### src/rtl/core/dtrp_pkg.sv
`default_nettype none
// ============================================================================
// dtrp_pkg
// Shared types, constants and helpers of the depth table row parser.
// ============================================================================
package dtrp_pkg;

   // Fixed field widths of the stream payloads.
   localparam int COL_W       = 10;
   localparam int DEPTH_W     = 16;
   localparam int GROUP_W     = 2;
   localparam int COUNT_W     = 11;
   localparam int FIELD_W     = 11;
   localparam int CSR_IDX_W   = 2;
   localparam int IN_TDATA_W  = 24;
   localparam int OUT_TDATA_W = 56;

   // Register indexes of the configuration port.
   localparam logic [CSR_IDX_W-1:0] CSR_DEPTH_FLOOR  = 2'd0;
   localparam logic [CSR_IDX_W-1:0] CSR_GROUP_ENABLE = 2'd1;

   // Input transaction function codes.
   localparam logic FUNC_DATA  = 1'b0;
   localparam logic FUNC_TABLE = 1'b1;

   // Result kinds.
   localparam logic KIND_DEPTH   = 1'b0;
   localparam logic KIND_SUMMARY = 1'b1;

   // Characters of the table format.
   localparam logic [7:0] CHAR_TAB     = 8'h09;
   localparam logic [7:0] CHAR_NEWLINE = 8'h0A;
   localparam logic [7:0] CHAR_ZERO    = 8'h30;
   localparam logic [7:0] CHAR_NINE    = 8'h39;

   localparam logic [COUNT_W-1:0] COUNT_MAX = 11'd2047;

   // A closed field (or row end) handed from the scanner to the tally stage.
   typedef struct packed {
      logic               row_end;
      logic               has_depth;
      logic [COL_W-1:0]   column;
      logic [DEPTH_W-1:0] depth;
      logic               passes;
      logic               clipped;
      logic               counted;
   } close_event_type;

   // Saturating increment used by the field index and all the counters.
   function automatic logic [COUNT_W-1:0] sat_inc(input logic [COUNT_W-1:0] v);
      logic [COUNT_W-1:0] r;
      r = (v < COUNT_MAX) ? v + 11'd1 : v;
      return r;
   endfunction

endpackage
`default_nettype wire

### src/rtl/core/dtrp_colmem.sv
`default_nettype none
// ============================================================================
// dtrp_colmem
// Column-to-group memory with a registered read and a clearing sweep after reset.
// ============================================================================
module dtrp_colmem #(
   parameter int MAX_COLUMNS = 1024,
   parameter int AW          = 10
) (
   input  wire logic                         clock,
   input  wire logic                         reset,
   input  wire logic                         wr_en,
   input  wire logic [AW-1:0]                wr_addr,
   input  wire logic [dtrp_pkg::GROUP_W-1:0] wr_data,
   input  wire logic                         rd_en,
   input  wire logic [AW-1:0]                rd_addr,
   output logic      [dtrp_pkg::GROUP_W-1:0] rd_data,
   output logic                              busy
);
   import dtrp_pkg::*;

   localparam logic [AW-1:0] LAST_ADDR = AW'(MAX_COLUMNS - 1);

   logic [GROUP_W-1:0] mem [MAX_COLUMNS];
   logic [GROUP_W-1:0] rd_data_ff;
   logic               clr_busy_ff, clr_busy_in;
   logic [AW-1:0]      clr_addr_ff, clr_addr_in;
   logic               mw_en;
   logic [AW-1:0]      mw_addr;
   logic [GROUP_W-1:0] mw_data;

   always_comb begin
      clr_busy_in = clr_busy_ff;
      clr_addr_in = clr_addr_ff;
      if (clr_busy_ff) begin
         clr_addr_in = clr_addr_ff + AW'(1);
         if (clr_addr_ff == LAST_ADDR) begin
            clr_busy_in = 1'b0;
         end
      end
      // The sweep owns the write port while it runs.
      mw_en   = clr_busy_ff || wr_en;
      mw_addr = clr_busy_ff ? clr_addr_ff : wr_addr;
      mw_data = clr_busy_ff ? '0 : wr_data;
   end

   always_ff @(posedge clock) begin
      if (reset) begin
         clr_busy_ff <= 1'b1;
         clr_addr_ff <= '0;
      end else begin
         clr_busy_ff <= clr_busy_in;
         clr_addr_ff <= clr_addr_in;
      end
   end

   always_ff @(posedge clock) begin
      if (mw_en) begin
         mem[mw_addr] <= mw_data;
      end
      if (rd_en) begin
         rd_data_ff <= mem[rd_addr];
      end
   end

   assign rd_data = rd_data_ff;
   assign busy    = clr_busy_ff;

endmodule
`default_nettype wire

### src/rtl/core/dtrp_scan.sv
`default_nettype none
// ============================================================================
// dtrp_scan
// Byte scanner: splits fields, accumulates decimal depths, raises close events.
// ============================================================================
module dtrp_scan #(
   parameter int MAX_COLUMNS = 1024,
   parameter int GROUP_COUNT = 4,
   parameter int DEPTH_BITS  = 16,
   parameter int AW          = 10
) (
   input  wire logic                         clock,
   input  wire logic                         reset,
   input  wire logic                         fire,
   input  wire logic                         func,
   input  wire logic [7:0]                   byte_in,
   input  wire logic [dtrp_pkg::COL_W-1:0]   column_sel,
   input  wire logic [dtrp_pkg::GROUP_W-1:0] group_sel,
   input  wire logic [dtrp_pkg::DEPTH_W-1:0] depth_floor,
   output logic                              ev_valid,
   output dtrp_pkg::close_event_type         ev,
   output logic      [AW-1:0]                rd_addr,
   output logic                              wr_en,
   output logic      [AW-1:0]                wr_addr,
   output logic      [dtrp_pkg::GROUP_W-1:0] wr_data
);
   import dtrp_pkg::*;

   localparam int MW = DEPTH_BITS + 4;
   localparam logic [MW-1:0] DEPTH_MAX = MW'((64'd1 << DEPTH_BITS) - 64'd1);

   logic [FIELD_W-1:0]    field_ff, field_in;
   logic [DEPTH_BITS-1:0] accum_ff, accum_in;
   logic                  ovf_ff, ovf_in;

   logic                  data_fire, is_tab, is_nl, is_digit, close;
   logic [7:0]            digit_full;
   logic [MW-1:0]         product;
   logic [FIELD_W-1:0]    col;
   logic [31:0]           col32, sel32, accum32;
   logic                  has_depth, beyond, pass;

   always_comb begin
      data_fire  = fire && (func == FUNC_DATA);
      is_tab     = byte_in == CHAR_TAB;
      is_nl      = byte_in == CHAR_NEWLINE;
      is_digit   = (byte_in >= CHAR_ZERO) && (byte_in <= CHAR_NINE);
      close      = data_fire && (is_tab || is_nl);
      digit_full = byte_in - CHAR_ZERO;
      // depth*10 + digit as two shifted copies plus the digit.
      product    = (MW'(accum_ff) << 3) + (MW'(accum_ff) << 1) + MW'(digit_full[3:0]);

      col       = field_ff - FIELD_W'(2);
      col32     = 32'(col);
      accum32   = 32'(accum_ff);
      has_depth = field_ff >= FIELD_W'(2);
      beyond    = col32 >= 32'(MAX_COLUMNS);
      pass      = accum32 >= 32'(depth_floor);

      ev.row_end   = is_nl;
      ev.has_depth = has_depth;
      ev.column    = col[COL_W-1:0];
      ev.depth     = accum32[DEPTH_W-1:0];
      ev.passes    = pass;
      ev.clipped   = ovf_ff || beyond;
      ev.counted   = pass && !beyond;
      // Tabs closing the identifier and sequence fields produce nothing.
      ev_valid     = close && (is_nl || has_depth);
      rd_addr      = col32[AW-1:0];

      sel32   = 32'(column_sel);
      wr_en   = fire && (func == FUNC_TABLE) && (sel32 < 32'(MAX_COLUMNS))
                && (32'(group_sel) < 32'(GROUP_COUNT));
      wr_addr = sel32[AW-1:0];
      wr_data = group_sel;

      field_in = field_ff;
      accum_in = accum_ff;
      ovf_in   = ovf_ff;
      if (close) begin
         accum_in = '0;
         ovf_in   = 1'b0;
         field_in = is_nl ? '0 : sat_inc(field_ff);
      end else if (data_fire && is_digit) begin
         if (product > DEPTH_MAX) begin
            accum_in = DEPTH_MAX[DEPTH_BITS-1:0];
            ovf_in   = 1'b1;
         end else begin
            accum_in = product[DEPTH_BITS-1:0];
         end
      end
   end

   always_ff @(posedge clock) begin
      if (reset) begin
         field_ff <= '0;
         accum_ff <= '0;
         ovf_ff   <= 1'b0;
      end else begin
         field_ff <= field_in;
         accum_ff <= accum_in;
         ovf_ff   <= ovf_in;
      end
   end

endmodule
`default_nettype wire

### src/rtl/core/dtrp_tally.sv
`default_nettype none
// ============================================================================
// dtrp_tally
// Counts passing columns, sequences depth and summary results, output register.
// ============================================================================
module dtrp_tally #(
   parameter int GROUP_COUNT = 4
) (
   input  wire logic                             clock,
   input  wire logic                             reset,
   input  wire logic                             ev_valid,
   input  wire dtrp_pkg::close_event_type        ev,
   input  wire logic [dtrp_pkg::GROUP_W-1:0]     grp,
   input  wire logic                             group_enable,
   output logic                                  ev_ready,
   output logic                                  rsp_tvalid,
   input  wire logic                             rsp_tready,
   output logic      [dtrp_pkg::OUT_TDATA_W-1:0] rsp_tdata,
   output logic                                  rsp_tuser,
   output logic                                  rsp_tlast
);
   import dtrp_pkg::*;

   localparam int SW = (GROUP_COUNT > 1) ? $clog2(GROUP_COUNT) : 1;
   localparam logic [SW-1:0] SUM_LAST = SW'(GROUP_COUNT - 1);

   // Event stage.
   logic               b_valid_ff, b_valid_in;
   logic               pend_ff, pend_in;
   close_event_type    b_ev_ff, b_ev_in;
   logic [SW-1:0]      sum_idx_ff, sum_idx_in;
   logic [COUNT_W-1:0] total_ff, total_in;
   logic [COUNT_W-1:0] cnt_ff [GROUP_COUNT];
   logic [COUNT_W-1:0] cnt_in [GROUP_COUNT];

   // Output register.
   logic               o_valid_ff, o_valid_in;
   logic               o_kind_ff, o_kind_in;
   logic [COL_W-1:0]   o_col_ff, o_col_in;
   logic [DEPTH_W-1:0] o_depth_ff, o_depth_in;
   logic               o_pass_ff, o_pass_in;
   logic               o_clip_ff, o_clip_in;
   logic [GROUP_W-1:0] o_grp_ff, o_grp_in;
   logic [COUNT_W-1:0] o_gcnt_ff, o_gcnt_in;
   logic [COUNT_W-1:0] o_tcnt_ff, o_tcnt_in;
   logic               o_last_ff, o_last_in;

   logic               out_free, step, emit_depth, emit_sum, sum_last, finish;
   logic               grp_inc;
   logic [31:0]        sum32;

   always_comb begin
      out_free   = !o_valid_ff || rsp_tready;
      step       = b_valid_ff && out_free;
      emit_depth = step && pend_ff;
      emit_sum   = step && !pend_ff;
      sum_last   = sum_idx_ff == SUM_LAST;
      finish     = (emit_depth && !b_ev_ff.row_end) || (emit_sum && sum_last);
      ev_ready   = !b_valid_ff || finish;
      grp_inc    = b_ev_ff.counted && group_enable && (32'(grp) < 32'(GROUP_COUNT));
      sum32      = 32'(sum_idx_ff);

      b_valid_in = b_valid_ff;
      pend_in    = pend_ff;
      b_ev_in    = b_ev_ff;
      sum_idx_in = sum_idx_ff;
      total_in   = total_ff;
      cnt_in     = cnt_ff;

      o_valid_in = o_valid_ff && !rsp_tready;
      o_kind_in  = o_kind_ff;
      o_col_in   = o_col_ff;
      o_depth_in = o_depth_ff;
      o_pass_in  = o_pass_ff;
      o_clip_in  = o_clip_ff;
      o_grp_in   = o_grp_ff;
      o_gcnt_in  = o_gcnt_ff;
      o_tcnt_in  = o_tcnt_ff;
      o_last_in  = o_last_ff;

      if (emit_depth) begin
         o_valid_in = 1'b1;
         o_kind_in  = KIND_DEPTH;
         o_col_in   = b_ev_ff.column;
         o_depth_in = b_ev_ff.depth;
         o_pass_in  = b_ev_ff.passes;
         o_clip_in  = b_ev_ff.clipped;
         o_grp_in   = '0;
         o_gcnt_in  = '0;
         o_tcnt_in  = '0;
         o_last_in  = !b_ev_ff.row_end;
         pend_in    = 1'b0;
         if (b_ev_ff.counted) begin
            total_in = sat_inc(total_ff);
         end
         for (int i = 0; i < GROUP_COUNT; i++) begin
            if (grp_inc && (32'(i) == 32'(grp))) begin
               cnt_in[i] = sat_inc(cnt_ff[i]);
            end
         end
      end else if (emit_sum) begin
         o_valid_in = 1'b1;
         o_kind_in  = KIND_SUMMARY;
         o_col_in   = '0;
         o_depth_in = '0;
         o_pass_in  = 1'b0;
         o_clip_in  = 1'b0;
         o_grp_in   = sum32[GROUP_W-1:0];
         o_gcnt_in  = cnt_ff[0];
         o_tcnt_in  = total_ff;
         o_last_in  = sum_last;
         // Counters shift down one place per summary and are empty afterwards.
         for (int i = 0; i < GROUP_COUNT; i++) begin
            cnt_in[i] = (i == GROUP_COUNT - 1) ? '0 : cnt_ff[(i + 1) % GROUP_COUNT];
         end
         if (sum_last) begin
            sum_idx_in = '0;
            total_in   = '0;
         end else begin
            sum_idx_in = sum_idx_ff + SW'(1);
         end
      end

      if (finish) begin
         b_valid_in = 1'b0;
      end
      if (ev_valid) begin
         b_valid_in = 1'b1;
         pend_in    = ev.has_depth;
         b_ev_in    = ev;
      end
   end

   always_ff @(posedge clock) begin
      if (reset) begin
         b_valid_ff <= 1'b0;
         pend_ff    <= 1'b0;
         sum_idx_ff <= '0;
         total_ff   <= '0;
         o_valid_ff <= 1'b0;
         for (int i = 0; i < GROUP_COUNT; i++) begin
            cnt_ff[i] <= '0;
         end
      end else begin
         b_valid_ff <= b_valid_in;
         pend_ff    <= pend_in;
         sum_idx_ff <= sum_idx_in;
         total_ff   <= total_in;
         o_valid_ff <= o_valid_in;
         cnt_ff     <= cnt_in;
      end
   end

   always_ff @(posedge clock) begin
      b_ev_ff    <= b_ev_in;
      o_kind_ff  <= o_kind_in;
      o_col_ff   <= o_col_in;
      o_depth_ff <= o_depth_in;
      o_pass_ff  <= o_pass_in;
      o_clip_ff  <= o_clip_in;
      o_grp_ff   <= o_grp_in;
      o_gcnt_ff  <= o_gcnt_in;
      o_tcnt_ff  <= o_tcnt_in;
      o_last_ff  <= o_last_in;
   end

   assign rsp_tvalid = o_valid_ff;
   assign rsp_tuser  = o_kind_ff;
   assign rsp_tlast  = o_last_ff;
   assign rsp_tdata  = {4'd0, o_tcnt_ff, o_gcnt_ff, o_grp_ff, o_clip_ff, o_pass_ff,
                        o_depth_ff, o_col_ff};

endmodule
`default_nettype wire

### src/rtl/core/depth_table_row_parser.sv
`default_nettype none
// A depth result passes the event stage and then the output register after its tab or newline.
// Throughput: one byte or table write per cycle while the output does not stall; a newline holds
// the input until its summaries, one per group, have left one a cycle as the output takes them.
// Reset: synchronous; afterwards the column group memory is swept to group zero, one entry
// per cycle over all MAX_COLUMNS entries, during which req_tready stays low.
// ============================================================================
// depth_table_row_parser
// Streaming parser of a tab-separated depth table with per-row group summaries.
// ============================================================================
module depth_table_row_parser #(
   parameter int MAX_COLUMNS = 1024,
   parameter int GROUP_COUNT = 4,
   parameter int DEPTH_BITS  = 16
) (
   input  wire logic                               clock,
   input  wire logic                               reset,
   // Input stream.
   input  wire logic                               req_tvalid,
   output logic                                    req_tready,
   // byte_in [7:0], column_sel [17:8], group_sel [19:18], zeros [23:20]
   input  wire logic [dtrp_pkg::IN_TDATA_W-1:0]    req_tdata,
   // func [0]
   input  wire logic                               req_tuser,
   // Result stream.
   output logic                                    rsp_tvalid,
   input  wire logic                               rsp_tready,
   // column [9:0], depth [25:10], passes [26], clipped [27], group [29:28],
   // group_count [40:30], total_count [51:41], zeros [55:52]
   output logic      [dtrp_pkg::OUT_TDATA_W-1:0]   rsp_tdata,
   // kind [0]
   output logic                                    rsp_tuser,
   output logic                                    rsp_tlast,
   // Configuration write channel.
   input  wire logic                               csr_valid,
   output logic                                    csr_ready,
   input  wire logic [dtrp_pkg::CSR_IDX_W-1:0]     csr_index,
   input  wire logic [dtrp_pkg::DEPTH_W-1:0]       csr_data
);
   import dtrp_pkg::*;

   localparam int AW = (MAX_COLUMNS > 1) ? $clog2(MAX_COLUMNS) : 1;

   // Configuration registers. Writes are taken at any time; the user only
   // changes them while no transaction is in flight.
   logic [DEPTH_W-1:0] depth_floor_ff, depth_floor_in;
   logic               group_enable_ff, group_enable_in;

   logic               fire;
   logic               clear_busy;
   logic               ev_valid, ev_ready;
   close_event_type    ev;
   logic [AW-1:0]      rd_addr, wr_addr;
   logic               wr_en;
   logic [GROUP_W-1:0] wr_data, grp;

   assign csr_ready = 1'b1;

   always_comb begin
      depth_floor_in  = depth_floor_ff;
      group_enable_in = group_enable_ff;
      if (csr_valid) begin
         case (csr_index)
            CSR_DEPTH_FLOOR:  depth_floor_in  = csr_data;
            CSR_GROUP_ENABLE: group_enable_in = csr_data[0];
            default:          ;
         endcase
      end
   end

   always_ff @(posedge clock) begin
      if (reset) begin
         depth_floor_ff  <= 16'd1;
         group_enable_ff <= 1'b1;
      end else begin
         depth_floor_ff  <= depth_floor_in;
         group_enable_ff <= group_enable_in;
      end
   end

   // The input waits for the clearing sweep and for room in the event stage.
   // Table writes obey the same rule, which keeps the ready free of payload.
   assign req_tready = !clear_busy && ev_ready;
   assign fire       = req_tvalid && req_tready;

   // The scanner closes a field in the accept cycle and issues the memory read
   // for its column at the same edge, so the group arrives together with the
   // event in the tally stage. A table write and a close are never the same
   // transaction, and a read after a write to the same entry sees the new
   // value, so the order of the transactions is kept without forwarding.
   dtrp_scan #(
      .MAX_COLUMNS(MAX_COLUMNS),
      .GROUP_COUNT(GROUP_COUNT),
      .DEPTH_BITS (DEPTH_BITS),
      .AW         (AW)
   ) u_scan (
      .clock      (clock),
      .reset      (reset),
      .fire       (fire),
      .func       (req_tuser),
      .byte_in    (req_tdata[7:0]),
      .column_sel (req_tdata[17:8]),
      .group_sel  (req_tdata[19:18]),
      .depth_floor(depth_floor_ff),
      .ev_valid   (ev_valid),
      .ev         (ev),
      .rd_addr    (rd_addr),
      .wr_en      (wr_en),
      .wr_addr    (wr_addr),
      .wr_data    (wr_data)
   );

   dtrp_colmem #(
      .MAX_COLUMNS(MAX_COLUMNS),
      .AW         (AW)
   ) u_colmem (
      .clock  (clock),
      .reset  (reset),
      .wr_en  (wr_en),
      .wr_addr(wr_addr),
      .wr_data(wr_data),
      .rd_en  (ev_valid),
      .rd_addr(rd_addr),
      .rd_data(grp),
      .busy   (clear_busy)
   );

   // The tally stage counts the column when its depth result enters the
   // output register, then at a row end streams the group summaries.
   dtrp_tally #(
      .GROUP_COUNT(GROUP_COUNT)
   ) u_tally (
      .clock       (clock),
      .reset       (reset),
      .ev_valid    (ev_valid),
      .ev          (ev),
      .grp         (grp),
      .group_enable(group_enable_ff),
      .ev_ready    (ev_ready),
      .rsp_tvalid  (rsp_tvalid),
      .rsp_tready  (rsp_tready),
      .rsp_tdata   (rsp_tdata),
      .rsp_tuser   (rsp_tuser),
      .rsp_tlast   (rsp_tlast)
   );

endmodule
`default_nettype wire

### config.mk
export PLATFORM = sky130hd
export DESIGN_NAME = depth_table_row_parser
export DESIGN_NICKNAME = d
export VERILOG_FILES = /design/src/rtl/core/dtrp_pkg.sv /design/src/rtl/core/dtrp_colmem.sv /design/src/rtl/core/dtrp_scan.sv /design/src/rtl/core/dtrp_tally.sv /design/src/rtl/core/depth_table_row_parser.sv
export SDC_FILE = /design/constraint.sdc
export NUM_CORES = 2
export LEC_CHECK = 0
export BUFFER_PORTS_ARGS = -buffer_cell sky130_fd_sc_hd__buf_2
export CAP_MARGIN = 30
export CORE_ASPECT_RATIO = 1.1
export CORE_MARGIN = 2
export CORE_UTILIZATION = 50
export CTS_BUF_LIST = sky130_fd_sc_hd__clkbuf_4 sky130_fd_sc_hd__clkbuf_8
export DETAILED_ROUTE_END_ITERATION = 12
export PLACE_DENSITY = 0.73
export SYNTH_ARGS = -nofsm -noshare
export SYNTH_HDL_FRONTEND = slang
export SYNTH_SLANG_ARGS = --single-unit
### constraint.sdc
create_clock -name clock -period 28.6 [get_ports clock]
set_clock_uncertainty 0.1 [all_clocks]
set_input_delay 1.43 -clock clock [delete_from_list [all_inputs] [get_ports clock]]
set_output_delay 1.43 -clock clock [all_outputs]
set_load 0.01 [all_outputs]
# Yosys cells after proc, flatten, opt, wreduce, memory -nomap -nowiden
# Memory sizes are Yosys's and may differ from the RTL's. A register that Yosys moved wholly into a read port is not among the register bits.
# Index checks and enable logic that the tools add are counted.
op_classes:
  n_reduce_logical: 52
  eq_ne: 18
  n_div: 0
  magnitude_cmp: 12
  shift: 0
  mux: 40
  bitwise_logic: 2
  n_mul: 0
  n_addsub: 12
op_table:
  columns: ["cell", "count"]
  rows:
  - ["two-way mux 11 bit", 15]
  - ["two-way mux 44 bit", 2]
  - ["adder 11 x 1 -> 11 bit, second input constant", 6]
  - ["less-than comparator 11 bit, second input constant", 6]
  - ["two-way mux 16 bit", 3]
  - ["two-way mux 10 bit", 3]
  - ["adder 19 x 17 -> 20 bit", 1]
  - ["adder 20 x 4 -> 20 bit", 1]
  - ["> comparator 20 x 16 -> 1 bit, second input constant", 1]
  - ["logical AND 1 bit", 20]
  - ["inequality test 2 bit, second input constant", 9]
  - ["== test 8 x 4 -> 1 bit, second input constant", 2]
  - [">= comparator 16 bit", 1]
  - ["two-way mux 1 bit", 15]
  - ["AND reduction 3 bit", 4]
  - [">= comparator 11 bit, second input constant", 1]
  - [">= comparator 11 x 2 -> 1 bit, second input constant", 1]
  - ["subtractor 11 x 2 -> 11 bit, second input constant", 1]
  - ["adder 10 x 1 -> 10 bit, second input constant", 1]
  - ["== test 10 bit, second input constant", 1]
  - ["AND reduction 2 bit", 5]
  - ["nonzero test 2 bit", 5]
  - [">= comparator 8 x 6 -> 1 bit, second input constant", 1]
  - ["<= comparator 8 x 6 -> 1 bit, second input constant", 1]
  - ["14 further kinds", 30]
totals:
  ram_bits: 2048
  rom_bits: 0
  latch_bits: 0
  output_inout_bits: 61
  inputBits: 48
  n_memories: 1
  regBits: 200
mem_list:
  columns: ["memory", "depth", "word_bits", "read_ports", "rd_ports_with_merged_regs", "wr", "line", "text"]
  rows:
  - ["u_colmem.mem", 1024, 2, 1, 1, 1, "dtrp_colmem.sv:24", "logic [GROUP_W-1:0] mem [MAX_COLUMNS];"]

# Depth between registers and ports, before layout
logic_depth:
  depth_word: 13
  depth_mapped: 18
  mapped_depth_nobuf: 12

# By module
# Synthesis repeated with hierarchy kept, for this count alone.
hier_totals:
  hier_cells: 6050
  area_unflattened_um2: 94966.1
by_module_without_submodules:
  columns: ["mod", "instances", "seq_area_each_um2", "area_per_inst_um2", "cells_per_inst"]
  rows:
  - ["dtrp_colmem", 1, 61779.3, 84672.5, 4914]
  - ["dtrp_tally", 1, 3473.3, 6506.2, 693]
  - ["dtrp_scan", 1, 560.5, 2991.6, 365]
  - ["depth_table_row_parser", 1, 340.3, 795.8, 78]

# Worst setup path before layout
# No wires, ideal clock.
synth_path:
  path_kind: "reg2reg"
  start: "register u_colmem.clr_busy_ff, in the netlist u_colmem.busy"
  end: "memory u_colmem.mem[0][0], data pin"
  required_ps: 23326
  setup_ps: 5174
  path_stages_with_launch: 7
  slack_ps: -2567
  path_buffers: 5
  t_arrival_ps: 25893
  cell_sequence: "dfxtp_1 clkbuf_1 buf_2 buf_1 buf_2 buf_1 nor2b_1"
synth_between:
  elab_chain_cells: 1
synth_lines:
  columns: ["element", "line", "text"]
  rows:
  - ["start: declaration", "dtrp_colmem.sv:26", "logic clr_busy_ff, clr_busy_in;"]
  - ["start signal: assignment", "dtrp_colmem.sv:52", "clr_busy_ff <= clr_busy_in;"]
  - ["two-way mux 2 bit", "dtrp_colmem.sv:44", "mw_data = clr_busy_ff ? '0 : wr_data;"]
  - ["via u_colmem.mw_data[0]", "dtrp_colmem.sv:30", "logic [GROUP_W-1:0] mw_data;"]
  - ["end: declaration", "dtrp_colmem.sv:24", null]
# The timed path passes the listed nets, and every way through them passes these cells.

# Worst setup path in the final report
layout_path:
  start: "register u_scan.field_ff[0]"
  end: "register u_colmem.rd_data_ff[1], in the netlist u_colmem.rd_data[1], read port of u_colmem.mem, data pin"
layout_between:
  elab_chain_cells: 3
  elab_cells_between_ends: 4
layout_lines:
  columns: ["element", "line", "text"]
  rows:
  - ["start: declaration", "dtrp_scan.sv:32", "logic [FIELD_W-1:0] field_ff, field_in;"]
  - ["start signal: assignment", "dtrp_scan.sv:100", "field_ff <= field_in;"]
  - [">= comparator 11 x 2 -> 1 bit", "dtrp_scan.sv:56", "has_depth = field_ff >= FIELD_W'(2);"]
  - ["logical OR 1 bit", "dtrp_scan.sv:68", "ev_valid = close && (is_nl || has_depth);"]
  - ["logical AND 1 bit", "dtrp_scan.sv:68", null]
  - ["end: declaration", "dtrp_colmem.sv:25", "logic [GROUP_W-1:0] rd_data_ff;"]
# Parallel ways exist; a longest one is shown, timed or not.
# A chain may end at the register's enable or synchronous reset.

==> impl_summary.txt <==
----------------------------------------------------
[Yosys]
  Count of distinct cell types in the synthesized netlist ... 68
  Count of state elements after synthesis ... 2250
  Count of flip-flops with a built-in enable after synthesis ... 2109
  Fraction of synthesis flops using an asynchronous set or reset pin ... 0%
  Synth Flop Type ... sky130_fd_sc_hd__edfxtp_1
  Post-Syn Area ... 93000 sq um
  Avg Synthesized Cell Area ... 16.9 sq um
  Synthesis warning total ... 0
  Sequential share of the synthesized area ... approximately 70%
  Cell count after synthesis ... 5493

[Detailed routing]
  Via count of the routed design ... approximately 51000
  Vias/cell ... 6.13
  Pre-antenna DRT Iters ... 5
  DRC Markers ... 0
  Remaining antenna violation count ... 0
  DRC marker count from the first detailed-route iteration ... 6127
  Final routed wirelength across all metal layers ... about 220000 microns
  Wire length per cell ... 26.4 microns

[Clocking]
  Number of clock buffers inserted by TritonCTS ... 354
  Clock latency on the worst-skew pair ... 1.05 ns
  Clock-pin transition on the worst setup and hold timing paths ... 0.06 ns
  CTS H-tree depth ... 5
  Resize count post-CTS ... 0
  Buffers inserted by post-CTS timing repair ... 0
  TritonCTS Sinks ... ~2300
  Quantity of hold-fixing buffers added after cts ... 0
  Maximum clock path buffer count ... 4
  Clock root buffer master ... sky130_fd_sc_hd__clkbuf_8
  TritonCTS clock tree ... yes

[STA]
  Worst slack on hold paths ... ~0.35 ns
  Clock period minus worst slack ... 5.87 ns
  Highest clock frequency the design can meet ... 0.170 GHz
  Final worst-path cycle share ... 20.5%
  Total count of max-transition violations in the final report ... 0
  Setup violation total in the final timing report ... 0
  Worst rel slew slack ... 15.5%
  Number of endpoints with negative hold slack in the final report ... 0
  Least-Margin Pin Slew ... ~1.3 ns
  RSZ-0062 raised after global routing ... false

[Worst setup path]
  Crit start category ... flip-flop
  Element type at the critical path end ... flip-flop
  Biggest fanout along the worst timing path ... between 100 and 150
  Arrival @ worst endpoint ... 6.54 ns
  Required time reported for the critical path endpoint ... between 20 and 30 ns
  WS Path Type ... reg -> reg

[Finish]
  Post-Route Utilization ... a little under three fifths
  NumNets Final ... about 5800
  Layout area overhead ... 10.7%
  Proportion of layout cells with a drive suffix above 1 ... 24.6%
  Commonest non-fill, non-tap cell in the layout ... sky130_fd_sc_hd__edfxtp_1
  Commonest cells after routing, fill and taps aside ... 2109 x sky130_fd_sc_hd__edfxtp_1, 1125 x sky130_fd_sc_hd__nor2_1, 628 x sky130_fd_sc_hd__mux4_2
  Final non-filler cell total ... 8365
  Number of fillers in the final layout ... 13800

[Placement]
  IO Port Bufs ... 99
  Hpwl dp ... 123000 microns
  RePlAce Congestion ... 0.795
  Placed cell count ... 7748

[Floorplan]
  Top Ports ... roughly 110
  Initial cell density of the core ... 50.2%
  Die area ... approximately 190000 sq um
  Width of the chip ... 415 microns
  Core ar. ... 185000 sq um
  Std-Cell Rows ... roughly 170
  Vert. Die Dim ... around 460 microns

[Pwr]
  Power Total ... roughly 6.2 mW
  Power per cell area ... 60.1 nW/um^2
  Worst vdd rail ir drop ... 0.0541 mV
  Standby leakage power ... roughly 32 nW

[Global routing]
  Global-route wire length before repair ... about 330000 microns
  Number of global-route vias before repair ... 52000
  Total congestion overflow ... 0
  Total routing resource utilization after global routing ... 23.0%
  Pin count of the biggest net entering global routing ... 269
  Number of antenna violations at the first check in global routing ... 5

[Hold path]
  HP Class ... reg -> reg

[Status]
  Outcome ... completed

[Run]
  Maxcap violations ... 0

----------------------------------------------------
power breakdown:
| group | total, mW | internal, mW | switching [mW] |
|---|---|---|---|
| Sequential | 3.55 | 3.55 | 0.00156 |
| Clock | 2.61 | 1.39 | 1.21 |
| Combinational | 0.0406 | 0.00857 | 0.0321 |
| Total | 6.19 | 4.95 | 1.25 |
worst max-delay path, cell delays in order (launching register included):
cell	delay, ns
sky130_fd_sc_hd__dfxtp_4	0.71
sky130_fd_sc_hd__buf_12	0.63
sky130_fd_sc_hd__buf_4	0.73
sky130_fd_sc_hd__buf_4	0.75
sky130_fd_sc_hd__mux4_2	0.61
sky130_fd_sc_hd__mux4_2	0.51
sky130_fd_sc_hd__a22oi_1	0.41
sky130_fd_sc_hd__nand3_1	0.25
sky130_fd_sc_hd__nand4_1	0.17
sky130_fd_sc_hd__nand4_1	0.18
sky130_fd_sc_hd__and3_1	0.32
metal layers:
layer / GRT usage [%] / up-vias / wire [microns]
met5: 0 / - / 16
met4: 8.64 / 2 / 7490
met1: 29.6 / 26500 / 81300
li1: - / 21700 / -
met2: 38.4 / 2568 / 111000
met3: 5.14 / 447 / 20800
registers in the layout (all words and copies together), names as in the netlist, 2 cells and up:
register              count
depth_floor_ff           16
u_colmem.clr_addr_ff     10
u_colmem.mem           2048
u_colmem.rd_data          2
u_scan.accum_ff          16
u_scan.field_ff          11
u_tally.b_ev_ff          30
u_tally.cnt_ff           44
u_tally.o_col_ff         10
u_tally.o_depth_ff       16
u_tally.o_gcnt_ff        11
u_tally.o_grp_ff          2
u_tally.o_tcnt_ff        11
u_tally.sum_idx_ff        2
u_tally.total_ff         11
path summary, 6_finish.rpt:
check	start	endpoint	slack, ns	cells past startpoint
worst max-delay path	u_scan.field_ff[0]	u_colmem.rd_data[1]	22.73	10
worst max register to register	u_scan.field_ff[0]	u_colmem.rd_data[1]	22.73	10
worst min-delay path	u_tally.o_tcnt_ff[5]	u_tally.o_tcnt_ff[5]	0.35	2
worst min register to register	u_tally.o_tcnt_ff[5]	u_tally.o_tcnt_ff[5]	0.35	2
Yosys cell counts, types with 8 or more instances:
library cell                   n  area share (%)
sky130_fd_sc_hd__xnor2_1      22            0.21
sky130_fd_sc_hd__nand2b_1     27            0.18
sky130_fd_sc_hd__a21oi_1      74            0.40
sky130_fd_sc_hd__a2111oi_0     8           0.075
sky130_fd_sc_hd__edfxtp_1   2109              68
sky130_fd_sc_hd__nand4_1      33            0.22
sky130_fd_sc_hd__a31oi_1      22            0.15
sky130_fd_sc_hd__mux2i_1      17            0.18
sky130_fd_sc_hd__o31ai_1       9           0.073
sky130_fd_sc_hd__buf_2        54            0.29
sky130_fd_sc_hd__and3_1       47            0.32
sky130_fd_sc_hd__nor2_1     1130             4.6
sky130_fd_sc_hd__ha_1         59            0.79
sky130_fd_sc_hd__and2_1        9           0.061
sky130_fd_sc_hd__o21ai_0      90            0.48
sky130_fd_sc_hd__a21o_1       21            0.17
sky130_fd_sc_hd__or3_1        18            0.12
sky130_fd_sc_hd__nor3_1       34            0.18
sky130_fd_sc_hd__a22oi_1      51            0.41
sky130_fd_sc_hd__nor2b_1      13           0.087
sky130_fd_sc_hd__nand3_1      84            0.45
sky130_fd_sc_hd__buf_6        27            0.33
sky130_fd_sc_hd__buf_4        28            0.23
sky130_fd_sc_hd__buf_1        30            0.12
sky130_fd_sc_hd__nand2_1     237            0.96
sky130_fd_sc_hd__dfxtp_1     141             3.0
sky130_fd_sc_hd__xor2_1       28            0.26
sky130_fd_sc_hd__a22o_1       16            0.15
sky130_fd_sc_hd__inv_1        37            0.15
sky130_fd_sc_hd__clkbuf_1    281             1.1
sky130_fd_sc_hd__mux4_2      628              15
sky130_fd_sc_hd__a211oi_1      9           0.073
per-stage QoR:
stage          instance area [sq um]  worst slack (ns)  TNS [ns]
2_1_floorplan                  93000             -2.57  -5257.49
3_3_place_gp                   95800             22.70         0
3_5_place_dp                   96300             22.73         0
4_1_cts                       103000             22.74         0
5_1_grt                       103000             22.46         0
6_report                      103000             22.73         0
area by class of cell:
type	count	area, sq um	share of cell area, %
flip-flops and latches	2250	66200	64.2
repair buffers	238	1960	1.90
well taps	2436	3050	2.96
clock inverters	128	721	0.700
clock buffers	481	5940	5.77
multi-input cells	2784	25000	24.3
diodes	6	15.0	0.0146
inverters	42	165	0.160
cells by family (layout without fill, tap and decap cells):
group / Yosys count / in the layout / synth area share [%]
fa+ha+maj: 61 / 61 / 0.837
flops: 2250 / 2250 / 71.1
compound gates: 360 / 360 / 2.52
xor+xnor: 51 / 51 / 0.488
simple gates: 1659 / 1659 / 7.35
buf+inv: 462 / 889 / 2.27
mux: 648 / 648 / 15.4
other cells: 2 / 11 / 0.00807
No activity file was read; power rests on OpenSTA's default activity.
